`config.mk`:
```
export PLATFORM = sky130hd
export DESIGN_NAME = cti_front
export DESIGN_NICKNAME = d
export VERILOG_FILES = /design/src/sv/chart_2d_table_interpolator_core_macros.svh /design/src/sv/cti_pkg.sv /design/src/sv/cti_front.sv
export SDC_FILE = /design/constraint.sdc
export NUM_CORES = 1
export LEC_CHECK = 0
export ABC_AREA = 1
export BUFFER_PORTS_ARGS = -buffer_cell sky130_fd_sc_hd__buf_2
export CAP_MARGIN = 30
export CORE_ASPECT_RATIO = 0.6
export CORE_UTILIZATION = 49
export DETAILED_ROUTE_END_ITERATION = 6
export GPL_ROUTABILITY_DRIVEN = 0
export GPL_TIMING_DRIVEN = 0
export PLACE_DENSITY_LB_ADDON = 0.15
export RECOVER_POWER = 50
export SETUP_SLACK_MARGIN = 0.4
export SLEW_MARGIN = 5
export SYNTH_ARGS = -nofsm -noshare
export SYNTH_HDL_FRONTEND = slang
export SYNTH_SLANG_ARGS = --single-unit
export TNS_END_PERCENT = 20
```
`constraint.sdc`:
```
create_clock -name clk -period 3.9 [get_ports clk]
set_input_delay 0.78 -clock clk [delete_from_list [all_inputs] [get_ports clk]]
set_output_delay 0.78 -clock clk [all_outputs]
set_load 0.03 [all_outputs]
```
`src/sv/chart_2d_table_interpolator_core_macros.svh`:
```
// Assertion macros for the chart table interpolator core.
// Used by files that assert; each use expects clk and rst_n in scope.
`ifndef CHART_2D_TABLE_INTERPOLATOR_CORE_MACROS_SVH
`define CHART_2D_TABLE_INTERPOLATOR_CORE_MACROS_SVH

// Same-cycle implication, disabled during reset.
`define CTI_ASSERT_NOW(label, ante, cons, msg) \
    label: assert property (@(posedge clk) disable iff (!rst_n) (ante) |-> (cons)) \
        else $error(msg);

// Next-cycle implication, disabled during reset.
`define CTI_ASSERT_NEXT(label, ante, cons, msg) \
    label: assert property (@(posedge clk) disable iff (!rst_n) (ante) |=> (cons)) \
        else $error(msg);

`endif

```
`src/sv/cti_pkg.sv`:
```
// Package for the chart table interpolator: widths, codes, types and breakpoint tables.
// Self-contained; used by every module of the core.
package cti_pkg;

    localparam int XW   = 15;
    localparam int YW   = 21;
    localparam int SW   = 12;
    localparam int MW   = 33;
    localparam int PW   = SW + MW;
    localparam int UW   = 15;
    localparam int NW   = 36;
    localparam int SEGW_A = 4;
    localparam int SEGW_B = 4;
    localparam int SEGW_C = 3;

    localparam logic [15:0]   MACH_ONE = 16'd16384;
    localparam logic [XW-1:0] MACH_LO  = 15'd11469;
    localparam logic [UW-1:0] ASP_LO   = 15'd128;
    localparam logic [UW-1:0] ASP_ONE  = 15'd256;
    localparam logic [UW-1:0] ASP_TWO  = 15'd512;
    localparam logic [UW-1:0] ASP_HI   = 15'd25600;

    localparam int SLOPE_SHIFT = 23;
    localparam logic [63:0] SCALE = 64'd1 << SLOPE_SHIFT;

    localparam int LO_SHIFT  = 7;
    localparam int MID_SHIFT = 8;
    localparam int HI_SHIFT  = 9;
    localparam int HI_ODD    = (25600 - 512) >> HI_SHIFT;
    localparam int HI_RECIP_SHIFT = 29;
    localparam int HI_PW     = 23;
    localparam int HI_RW     = 24;
    localparam logic [HI_RW-1:0] HI_RECIP =
        24'(((64'd1 << HI_RECIP_SHIFT) + 64'(HI_ODD) - 64'd1) / 64'(HI_ODD));
    localparam int HI_PRODW  = HI_PW + HI_RW;

    typedef enum logic [1:0] {
        STAT_OK,
        STAT_MACH_NEG,
        STAT_ASP_NEG,
        STAT_MACH_HIGH
    } status_t;

    typedef enum logic [1:0] {
        BAND_LO,
        BAND_MID,
        BAND_HI
    } band_t;

    typedef struct packed {
        status_t       status;
        band_t         band;
        logic [UW-1:0] u;
        logic [UW-1:0] v;
    } meta_t;

    typedef struct packed {
        logic [XW-1:0]     x;
        logic [SEGW_A-1:0] seg_a;
        logic [SEGW_B-1:0] seg_b;
        logic [SEGW_C-1:0] seg_c;
    } lookup_t;

    localparam logic [63:0] KX_A [13] = '{
        11469, 11985, 13055, 13900, 14336, 14734, 15293,
        15606, 15828, 15976, 16117, 16268, 16384
    };
    localparam logic [63:0] KY_A [13] = '{
        1244567, 1191300, 1060739, 920365, 830908, 731285, 552541,
        428457, 324354, 248571, 166883, 74004, 0
    };
    localparam logic [63:0] KX_B [12] = '{
        11469, 11974, 12428, 13065, 13876, 14620,
        15297, 15728, 15972, 16129, 16215, 16384
    };
    localparam logic [63:0] KY_B [12] = '{
        528600, 520933, 511739, 488217, 438103, 370609,
        279609, 195740, 138009, 95630, 65347, 0
    };
    localparam logic [63:0] KX_C [7] = '{
        11469, 12280, 14739, 15427, 15750, 16117, 16384
    };
    localparam logic [63:0] KY_C [7] = '{
        134956, 134956, 118950, 96452, 76924, 44879, 0
    };

    // Per-segment drop over width, scaled by 2^23 and rounded up, so that a
    // multiply and shift gives the exact floor of the interpolation.
    localparam logic [MW-1:0] SLOPE_A [12] = '{
        33'(((KY_A[0] - KY_A[1]) * SCALE + KX_A[1] - KX_A[0] - 64'd1) / (KX_A[1] - KX_A[0])),
        33'(((KY_A[1] - KY_A[2]) * SCALE + KX_A[2] - KX_A[1] - 64'd1) / (KX_A[2] - KX_A[1])),
        33'(((KY_A[2] - KY_A[3]) * SCALE + KX_A[3] - KX_A[2] - 64'd1) / (KX_A[3] - KX_A[2])),
        33'(((KY_A[3] - KY_A[4]) * SCALE + KX_A[4] - KX_A[3] - 64'd1) / (KX_A[4] - KX_A[3])),
        33'(((KY_A[4] - KY_A[5]) * SCALE + KX_A[5] - KX_A[4] - 64'd1) / (KX_A[5] - KX_A[4])),
        33'(((KY_A[5] - KY_A[6]) * SCALE + KX_A[6] - KX_A[5] - 64'd1) / (KX_A[6] - KX_A[5])),
        33'(((KY_A[6] - KY_A[7]) * SCALE + KX_A[7] - KX_A[6] - 64'd1) / (KX_A[7] - KX_A[6])),
        33'(((KY_A[7] - KY_A[8]) * SCALE + KX_A[8] - KX_A[7] - 64'd1) / (KX_A[8] - KX_A[7])),
        33'(((KY_A[8] - KY_A[9]) * SCALE + KX_A[9] - KX_A[8] - 64'd1) / (KX_A[9] - KX_A[8])),
        33'(((KY_A[9] - KY_A[10]) * SCALE + KX_A[10] - KX_A[9] - 64'd1)
            / (KX_A[10] - KX_A[9])),
        33'(((KY_A[10] - KY_A[11]) * SCALE + KX_A[11] - KX_A[10] - 64'd1)
            / (KX_A[11] - KX_A[10])),
        33'(((KY_A[11] - KY_A[12]) * SCALE + KX_A[12] - KX_A[11] - 64'd1)
            / (KX_A[12] - KX_A[11]))
    };
    localparam logic [MW-1:0] SLOPE_B [11] = '{
        33'(((KY_B[0] - KY_B[1]) * SCALE + KX_B[1] - KX_B[0] - 64'd1) / (KX_B[1] - KX_B[0])),
        33'(((KY_B[1] - KY_B[2]) * SCALE + KX_B[2] - KX_B[1] - 64'd1) / (KX_B[2] - KX_B[1])),
        33'(((KY_B[2] - KY_B[3]) * SCALE + KX_B[3] - KX_B[2] - 64'd1) / (KX_B[3] - KX_B[2])),
        33'(((KY_B[3] - KY_B[4]) * SCALE + KX_B[4] - KX_B[3] - 64'd1) / (KX_B[4] - KX_B[3])),
        33'(((KY_B[4] - KY_B[5]) * SCALE + KX_B[5] - KX_B[4] - 64'd1) / (KX_B[5] - KX_B[4])),
        33'(((KY_B[5] - KY_B[6]) * SCALE + KX_B[6] - KX_B[5] - 64'd1) / (KX_B[6] - KX_B[5])),
        33'(((KY_B[6] - KY_B[7]) * SCALE + KX_B[7] - KX_B[6] - 64'd1) / (KX_B[7] - KX_B[6])),
        33'(((KY_B[7] - KY_B[8]) * SCALE + KX_B[8] - KX_B[7] - 64'd1) / (KX_B[8] - KX_B[7])),
        33'(((KY_B[8] - KY_B[9]) * SCALE + KX_B[9] - KX_B[8] - 64'd1) / (KX_B[9] - KX_B[8])),
        33'(((KY_B[9] - KY_B[10]) * SCALE + KX_B[10] - KX_B[9] - 64'd1)
            / (KX_B[10] - KX_B[9])),
        33'(((KY_B[10] - KY_B[11]) * SCALE + KX_B[11] - KX_B[10] - 64'd1)
            / (KX_B[11] - KX_B[10]))
    };
    localparam logic [MW-1:0] SLOPE_C [6] = '{
        33'(((KY_C[0] - KY_C[1]) * SCALE + KX_C[1] - KX_C[0] - 64'd1) / (KX_C[1] - KX_C[0])),
        33'(((KY_C[1] - KY_C[2]) * SCALE + KX_C[2] - KX_C[1] - 64'd1) / (KX_C[2] - KX_C[1])),
        33'(((KY_C[2] - KY_C[3]) * SCALE + KX_C[3] - KX_C[2] - 64'd1) / (KX_C[3] - KX_C[2])),
        33'(((KY_C[3] - KY_C[4]) * SCALE + KX_C[4] - KX_C[3] - 64'd1) / (KX_C[4] - KX_C[3])),
        33'(((KY_C[4] - KY_C[5]) * SCALE + KX_C[5] - KX_C[4] - 64'd1) / (KX_C[5] - KX_C[4])),
        33'(((KY_C[5] - KY_C[6]) * SCALE + KX_C[6] - KX_C[5] - 64'd1) / (KX_C[6] - KX_C[5]))
    };

endpackage

```
`src/sv/cti_front.sv`:
```
// Input stage: range checks, clamping, curve segment search and aspect band setup.
// Depends on cti_pkg.
module cti_front
    import cti_pkg::*;
(
    input  logic        clk,
    input  logic        en,
    input  logic [15:0] mach_ratio,
    input  logic [15:0] aspect_value,
    output lookup_t     lookup,
    output meta_t       meta
);

    lookup_t       lookup_reg;
    lookup_t       lookup_next;
    meta_t         meta_reg;
    meta_t         meta_next;
    logic [UW-1:0] asp;

    always_comb
    begin
        lookup_next = '0;
        meta_next   = '0;
        asp         = ASP_LO;

        if (mach_ratio[15])
        begin
            meta_next.status = STAT_MACH_NEG;
        end
        else if (aspect_value[15])
        begin
            meta_next.status = STAT_ASP_NEG;
        end
        else if (mach_ratio > MACH_ONE)
        begin
            meta_next.status = STAT_MACH_HIGH;
        end
        else
        begin
            meta_next.status = STAT_OK;
        end

        if (mach_ratio < 16'(MACH_LO))
        begin
            lookup_next.x = MACH_LO;
        end
        else
        begin
            lookup_next.x = mach_ratio[XW-1:0];
        end

        if (aspect_value < 16'(ASP_LO))
        begin
            asp = ASP_LO;
        end
        else if (aspect_value > 16'(ASP_HI))
        begin
            asp = ASP_HI;
        end
        else
        begin
            asp = aspect_value[UW-1:0];
        end

        for (int i = 1; i < 12; i++)
        begin
            if (lookup_next.x >= XW'(KX_A[i]))
            begin
                lookup_next.seg_a = SEGW_A'(i);
            end
        end
        for (int i = 1; i < 11; i++)
        begin
            if (lookup_next.x >= XW'(KX_B[i]))
            begin
                lookup_next.seg_b = SEGW_B'(i);
            end
        end
        for (int i = 1; i < 6; i++)
        begin
            if (lookup_next.x >= XW'(KX_C[i]))
            begin
                lookup_next.seg_c = SEGW_C'(i);
            end
        end

        if (asp < ASP_ONE)
        begin
            meta_next.band = BAND_LO;
            meta_next.u    = asp - ASP_LO;
            meta_next.v    = ASP_ONE - asp;
        end
        else if (asp < ASP_TWO)
        begin
            meta_next.band = BAND_MID;
            meta_next.u    = asp - ASP_ONE;
            meta_next.v    = ASP_TWO - asp;
        end
        else
        begin
            meta_next.band = BAND_HI;
            meta_next.u    = asp - ASP_TWO;
            meta_next.v    = ASP_HI - asp;
        end
    end

    always_ff @(posedge clk)
    begin
        if (en)
        begin
            lookup_reg <= lookup_next;
            meta_reg   <= meta_next;
        end
    end

    assign lookup = lookup_reg;
    assign meta   = meta_reg;

endmodule

```
# Word-level counts from Yosys, hierarchy flattened
# Cells that the tools add are included.
dict set report word_totals {
  regBits 60
  in_bits 34
  output_inout_bits 60
  word_cells 83
}
dict set report op_classes {
  addsub 6
  n_lt_le_gt_ge 31
  n_mux 30
  reduce_logical 4
}
# operator n
set ops {}
lappend ops {{>= comparator 15 x 14 -> 1 bit (second input constant)} 25}
lappend ops {{two-way mux 4 bit} 12}
lappend ops {{two-way mux 15 bit} 3}
lappend ops {{> comparator 16 x 15 -> 1 bit (second input constant)} 2}
lappend ops {{two-way mux 32 bit} 1}
lappend ops {{two-way mux 30 bit} 1}
lappend ops {{less-than comparator 16 x 14 -> 1 bit (second input constant)} 1}
lappend ops {{less-than comparator 16 x 8 -> 1 bit (second input constant)} 1}
lappend ops {{less-than comparator 15 x 10 -> 1 bit (second input constant)} 1}
lappend ops {{less-than comparator 15 x 9 -> 1 bit (second input constant)} 1}
lappend ops {{subtractor 10 x 15 -> 15 bit (first input constant)} 1}
lappend ops {{subtractor 15 x 10 -> 15 bit (second input constant)} 1}
lappend ops {{subtractor 15 bit (first input constant)} 1}
lappend ops {{subtractor 15 x 8 -> 15 bit (second input constant)} 1}
lappend ops {{subtractor 15 x 9 -> 15 bit (second input constant)} 1}
lappend ops {{subtractor 9 x 15 -> 15 bit (first input constant)} 1}
lappend ops {{two-way mux 2 bit} 6}
lappend ops {{two-way mux 3 bit} 2}
lappend ops {{two-way mux 1 bit} 5}
lappend ops {{OR reduction 2 bit} 2}
lappend ops {{OR reduction 4 bit} 1}
lappend ops {{OR reduction 3 bit} 1}

# Depth between registers and ports, before layout
# Gate-level depths: netlist of the first run.
dict set report logic_depth {
  ltp_word 13
  ltp_mapped 23
  ltp_nobuf 22
}

# Least setup slack after synthesis of the first run
# No wires, ideal clock.
dict set report synth_path {
  kind {input to register}
  startpoint {input aspect_value[1]}
  endpoint {register meta_reg (netlist bit meta[14]) (data pin)}
  setup_ns 0.252
  arrival_time_ns 3.648
  required_time_ns 3.648
  setup_slack_ns 0.000
  cell_stages 19
  path_buffers 1
  cell_sequence {or2_0 nor4_1 o21ai_1 a31oi_4 buf_4 nand2_1 inv_2 ha_1 inv_1 nor2_1 clkinv_1 nor2_1 ha_1 a21oi_1 nor2_1 nor2_1 nand2_1 nand2_1 nand2_1}
}
# item line_no
set synth_lines {}
lappend synth_lines {{start: declaration} cti_front.sv:9} ;# input logic [15:0] aspect_value,
lappend synth_lines {{end signal: assignment} cti_front.sv:112} ;# meta_reg <= meta_next;
lappend synth_lines {{end: declaration} cti_front.sv:16} ;# meta_t meta_reg;

==> flow_summary.yaml, run 1 <==
status:
  status: "finished, violations left"
  failed_checks: "design-rule violations, max-capacitance violations, max-slew violations"
worst_setup_path:
  worstPathRequired_ns: 3.99
  worst-setup-path-type: "primary input to flop"
  startpoint_type: "primary input"
  crit_path_max_fanout: 5
  arrival_ns: 3.54
  cp-end-kind: "flop"
global_route:
  track_usage_pct: 27.0
  grt_pass1_vias: 3324
  grt_pass1_wl_mm: 17.1
  grt_overflow: 0
  grt_max_degree: 35
  antenna_found_initial: 0
die:
  start_util_pct: 50.6
  die_h_um: 71.9
  rows: 25
  die_area_sq_um: 8520
  pin_count: 94
  core_sq_um: 7880
  die_x_um: 119
clock_network:
  clockRootBuffer: "clkbuf_16"
  clock_sinks: 59
  cts_hold_buf: 0
  cts-buffers-inserted: 9
  cts_tree: "built"
  path_clk_slew_ns: 0.06
  clockBufferDepth: 2
  htree_levels: 3
timing:
  holdWs_ns: 0.735
  rsz0062_at_grt: "false"
  slew-limit-headroom_pct: -11.8
  setup_viol: 0
  hold_viol: 0
  fmax_ghz: 0.290
  post-route-period-util_pct: 88.3
  slew_viol_final: 35
  worstMarginPinSlew_ns: 1.68
  finalCriticalPeriod_ns: 3.44
power:
  total_power_mw: 2.10
  powerDensity_nw_per_um2: 408
  p_leak_nw: 2.39
  vdd_drop_max_mv: 0.285
layout:
  seq_area_sq_um: 1770
  largest_reg_flops: 33
  syn2layout_area_growth_pct: 29.2
  drive_above_1_share_pct: 24.2
  post-route-util_pct: 65.4
  final_area_sq_um: 5150
  fin_nets: 672
  diodes: 0
  fillCellCount: 683
  multi_input_comb_area_sq_um: 2010
yosys:
  avgSynthCellArea_sq_um: 7.87
  synth_edf_count: 59
  syn_nets: 550
  yosysSeqAreaShare_pct: 44.4
  synth_top_area_cell: "edfxtp_1"
  ys_types: 42
  syn_inst: 507
  netlist.area_leader.share_pct: 44.4
  ys_ff_latch: 59
  synth.area.top_cells: "edfxtp_1 44%, nand2_1 13%, inv_1 6.6%"
  ys.flop_type: "edfxtp_1"
  async_flop_share_pct: 0
  synth_warnings: 0
  mappedNetlistArea_sq_um: 3990
routing:
  vias_per_cell: 5.47
  firstDrtPassIters: 7
  first_iter_violations: 635
  num_vias: 4054
  drc_errors: 5
  wl_per_cell_um: 15.6
  wl_mm: 11.6
  detail-route-antenna-nets: 0
placement:
  io_buffers: 92
  place_area_sq_um: 4660
  dp_hpwl_mm: 8.52
run:
  maxCapViolCount: 2
worst_hold_path:
  hold_path.class: "primary input to flop"
[layout by cell type (no fill, tap or decap), drive strengths merged, types with 2 or more instances in the layout]
cell	netlist	layout
a211oi	3	3
a21oi	15	15
a31oi	4	4
buf	6	86
bufinv	0	2
clkbuf	2	42
clkinv	1	4
edfxtp	59	59
ha	9	9
inv	77	77
nand2	148	148
nand3	40	40
nand3b	3	3
nand4	8	8
nor2	66	66
nor3	6	6
nor4	6	6
o211ai	10	10
o21ai	22	22
o31ai	2	2
xnor2	3	3
xor2	10	10
[final cells by class]
type | count | area share [%]
Buffer | 8 | 1.29
Clock buffer | 9 | 4.37
Clock inverter | 6 | 1.58
Inverter | 78 | 5.87
Multi-Input combinational cell | 362 | 39.0
Sequential cell | 59 | 34.4
Tap cell | 108 | 2.62
Timing Repair Buffer | 111 | 10.9
[where the power goes]
group | internal, mW | leakage, nW | total (mW) | switching (mW)
Sequential | 0.773 | 0.577 | 0.787 | 0.0147
Combinational | 0.136 | 1.66 | 0.489 | 0.354
Clock | 0.550 | 0.149 | 0.825 | 0.275
Total | 1.46 | 2.39 | 2.10 | 0.643
[path summary, 6_finish.rpt]
path / startpoint / endpoint / slack, ns / cells past startpoint
min: mach_ratio[15] / meta[33]$_SDFFCE_PP0P_ / 0.74 / 2
max: aspect_value[9] / meta[14]$_DFFE_PP_ / 0.46 / 22
[critical path, cell delays in order]
cell and delay [ns]:
buf_2 0.15, nor2_4 0.13, nand2_2 0.08, nor4_4 0.34, o21ai_2 0.11, a31oi_4 0.23
buf_6 0.18, nand2_8 0.07, ha_4 0.16, inv_2 0.06, nor2_4 0.04, buf_4 0.15
nand2_4 0.09, inv_4 0.06, ha_4 0.29, nand2_1 0.07, inv_1 0.07, nand3_1 0.07
nor2_1 0.13, nand2_1 0.09, nand3_1 0.11, nand2_1 0.06
[cell usage after synthesis, drive strengths merged (8+ instances only)]
library cell	number
o211ai	10
inv	77
o21ai	22
ha	9
nand4	8
xor2	10
nand3	40
a21oi	15
nor2	66
nand2	148
edfxtp	59
[stage by stage]
stage	setup WS, ns	TNS, ns	instances
finish	0.457	0	741
detailed placement	-0.509	-2.38	708
floorplan	0.370	0	507
global placement	-0.455	-1.93	707
global route	0.336	0	741
CTS	0.411	0	730
[kinds of logic after synthesis]
kind of cell | synth area share, %
buffers and inverters | 8.93
flip-flops | 44.4
AND/OR/NAND/NOR | 31.0
AO/OA/AOI/OAI | 9.97
XOR/XNOR | 2.85
adder cells (fa/ha/maj) | 2.82
[layer usage]
layer,routed length [um],track usage (%),up-vias,share of wire [%]
li1,-,-,1935,-
met1,5350,40.6,1767,46
met2,4190,33.9,312,36
met3,1760,11.5,40,15
met4,249,9.00,0,2.2
met5,0,0,-,0
[what timing repair did]
| action | 4_1_cts | 5_1_grt |
|---|---|---|
| resized for setup | 9 | 15 |
| setup endpoints to repair | 7 | 6 |
| buffers inserted | 7 | 11 |
| pin swaps | 4 | 16 |
No activity file was read; power rests on OpenSTA's default activity.
==> inputs of run 2 (changes only) <==
Settings changed: CORE_UTILIZATION 49 to 55.
Clock period 3.9 ns to 3.8 ns, I/O delays scaled along.
==> run 2 against run 1 <==
  * Sequential cell count stayed put
  * Highest routed layer unchanged
  * Count of clock-buffer cells in the layout increased by 2
  * Routed wire length up 0.98%
  * Total power is 0.63% lower
  * Critical path depth down 2
  * The flow still finishes with violations (design-rule violations, max-capacitance violations, max-slew violations)
==> flow_summary.yaml, run 2 (synthesis gave the netlist of run 1 again) <==
worst_setup_path:
  cp-end-kind: "flop"
  slowest_delay_ns: 0.25
  cp_num_buf_inv: 5
  crit_chain: "buf_8 -> or2_4 -> nor4_4 -> o21ai_2 -> a31oi_4 -> buf_6 -> nand2_8 -> inv_6 -> ha_4 -> inv_2 -> nor2_4 -> clkinv_4 -> nor2_4 -> ha_4 -> a21oi_4 -> nor2_1 -> nor2_1 -> nand2_1 -> nand2_1 -> nand2_2"
  worst-setup-path-type: "primary input to flop"
  worstPathRequired_ns: 3.88
  arrival_ns: 3.45
  cp.depth: 20
  path_delay_family: "simple AND/OR/NAND/NOR gates"
  slowest_stage: "or2_4"
  startpoint_type: "primary input"
  crit_path_max_fanout: 8
routing:
  detail-route-antenna-nets: 0
  vias_per_cell: 5.63
  num_vias: 4027
  wl_mm: 11.7
  drc_errors: 7
  wl_per_cell_um: 16.3
  first_iter_violations: 562
  firstDrtPassIters: 7
placement:
  place_area_sq_um: 4670
  io_buffers: 92
  dp_hpwl_mm: 8.51
timing:
  slew-limit-headroom_pct: -8.55
  holdWs_ns: 0.720
  rsz0062_at_grt: "true"
  post-route-period-util_pct: 88.7
  hold_viol: 0
  slew_viol_final: 62
  worstMarginPinSlew_ns: 1.63
  setup_viol: 0
  finalCriticalPeriod_ns: 3.37
  fmax_ghz: 0.297
layout:
  drive_above_1_share_pct: 23.7
  mostFrequentLayoutCell: "nand2_1"
  post-route-util_pct: 74.7
  final_area_sq_um: 5120
  fin_nets: 667
  largest_reg_flops: 33
  layout_common_cells: "131 x nand2_1, 69 x inv_1, 59 x edfxtp_1, 58 x buf_2, 55 x nor2_1"
  diodes: 0
  syn2layout_area_growth_pct: 28.2
status:
  failed_checks: "design-rule violations, max-capacitance violations, max-slew violations"
  status: "finished, violations left"
clock_network:
  clockRootBuffer: "clkbuf_16"
  clock_sinks: 59
  cts_hold_buf: 0
  cts_tree: "built"
  cts-buffers-inserted: 9
  path_clk_slew_ns: 0.05
  htree_levels: 3
  clockBufferDepth: 2
global_route:
  grt_max_degree: 31
  track_usage_pct: 31.4
  antenna_found_initial: 0
  grt_pass1_vias: 3568
  grt_pass1_wl_mm: 17.9
  grt_overflow: 0
power:
  p_leak_nw: 2.37
  p_seq_share_pct: 38.7
  netSwitchingFraction_pct: 31.5
  intPower_mw: 1.43
  pwr-share-comb_pct: 24.3
  vdd_drop_max_mv: 0.281
  switchingPower_mw: 0.658
  clkPwrFrac_pct: 37.0
  powerDensity_nw_per_um2: 408
die:
  die_x_um: 112
  start_util_pct: 58.3
  die_h_um: 68.0
  core_sq_um: 6850
  pin_count: 94
  die_area_sq_um: 7610
  rows: 23
worst_hold_path:
  hold_path.class: "primary input to flop"
  min_path_cells: 2
run:
  maxCapViolCount: 2
## run 2: path summary, 6_finish.rpt
check	start	endpoint	slack [ns]
max	aspect_value[2]	meta[14]$_DFFE_PP_	0.43
min	mach_ratio[15]	meta[33]$_SDFFCE_PP0P_	0.72
## run 2: timing repair
| item | in CTS | in global routing |
|---|---|---|
| gates resized for setup | 1 | 36 |
| setup buffers | 4 | 9 |
| pin swaps | 4 | 17 |
| setup endpoints to repair | 6 | 6 |
## run 2: cell type report
| type | instances | area [sq um] |
|---|---|---|
| Buffer | 8 | 66.3 |
| Fill cell | 523 | 1730 |
| Clock buffer | 11 | 233 |
| Timing Repair Buffer | 106 | 567 |
| Inverter | 78 | 303 |
| Clock inverter | 4 | 42.5 |
| Sequential cell | 59 | 1770 |
| Multi-Input combinational cell | 362 | 2020 |
| Tap cell | 87 | 109 |
## run 2: through the flow
stage               TNS (ns)  std cells  total power, mW  worst slack [ns]
floorplan                  0        507             1.14             0.354
global placement      -0.697        686             1.29            -0.196
detailed placement    -0.797        687             1.30            -0.189
CTS                        0        706             2.08             0.409
global route               0        715             2.16             0.265
finish                     0        715             2.09             0.430
## run 2: routing by layer
metal,vias up,track usage [%],part of all wire [%]
met5,-,0,0
met4,0,11.5,2.0
met3,35,12.7,14
met2,289,41.1,37
met1,1781,45.5,46
li1,1922,-,-
## run 2: power by group through the flow
stage	Sequential [mW]	Combinational [mW]	Clock, mW
CTS	0.806	0.486	0.785
global placement	0.816	0.473	0
finish	0.808	0.508	0.772
detailed placement	0.817	0.481	0
floorplan	0.948	0.196	0
global route	0.814	0.544	0.806
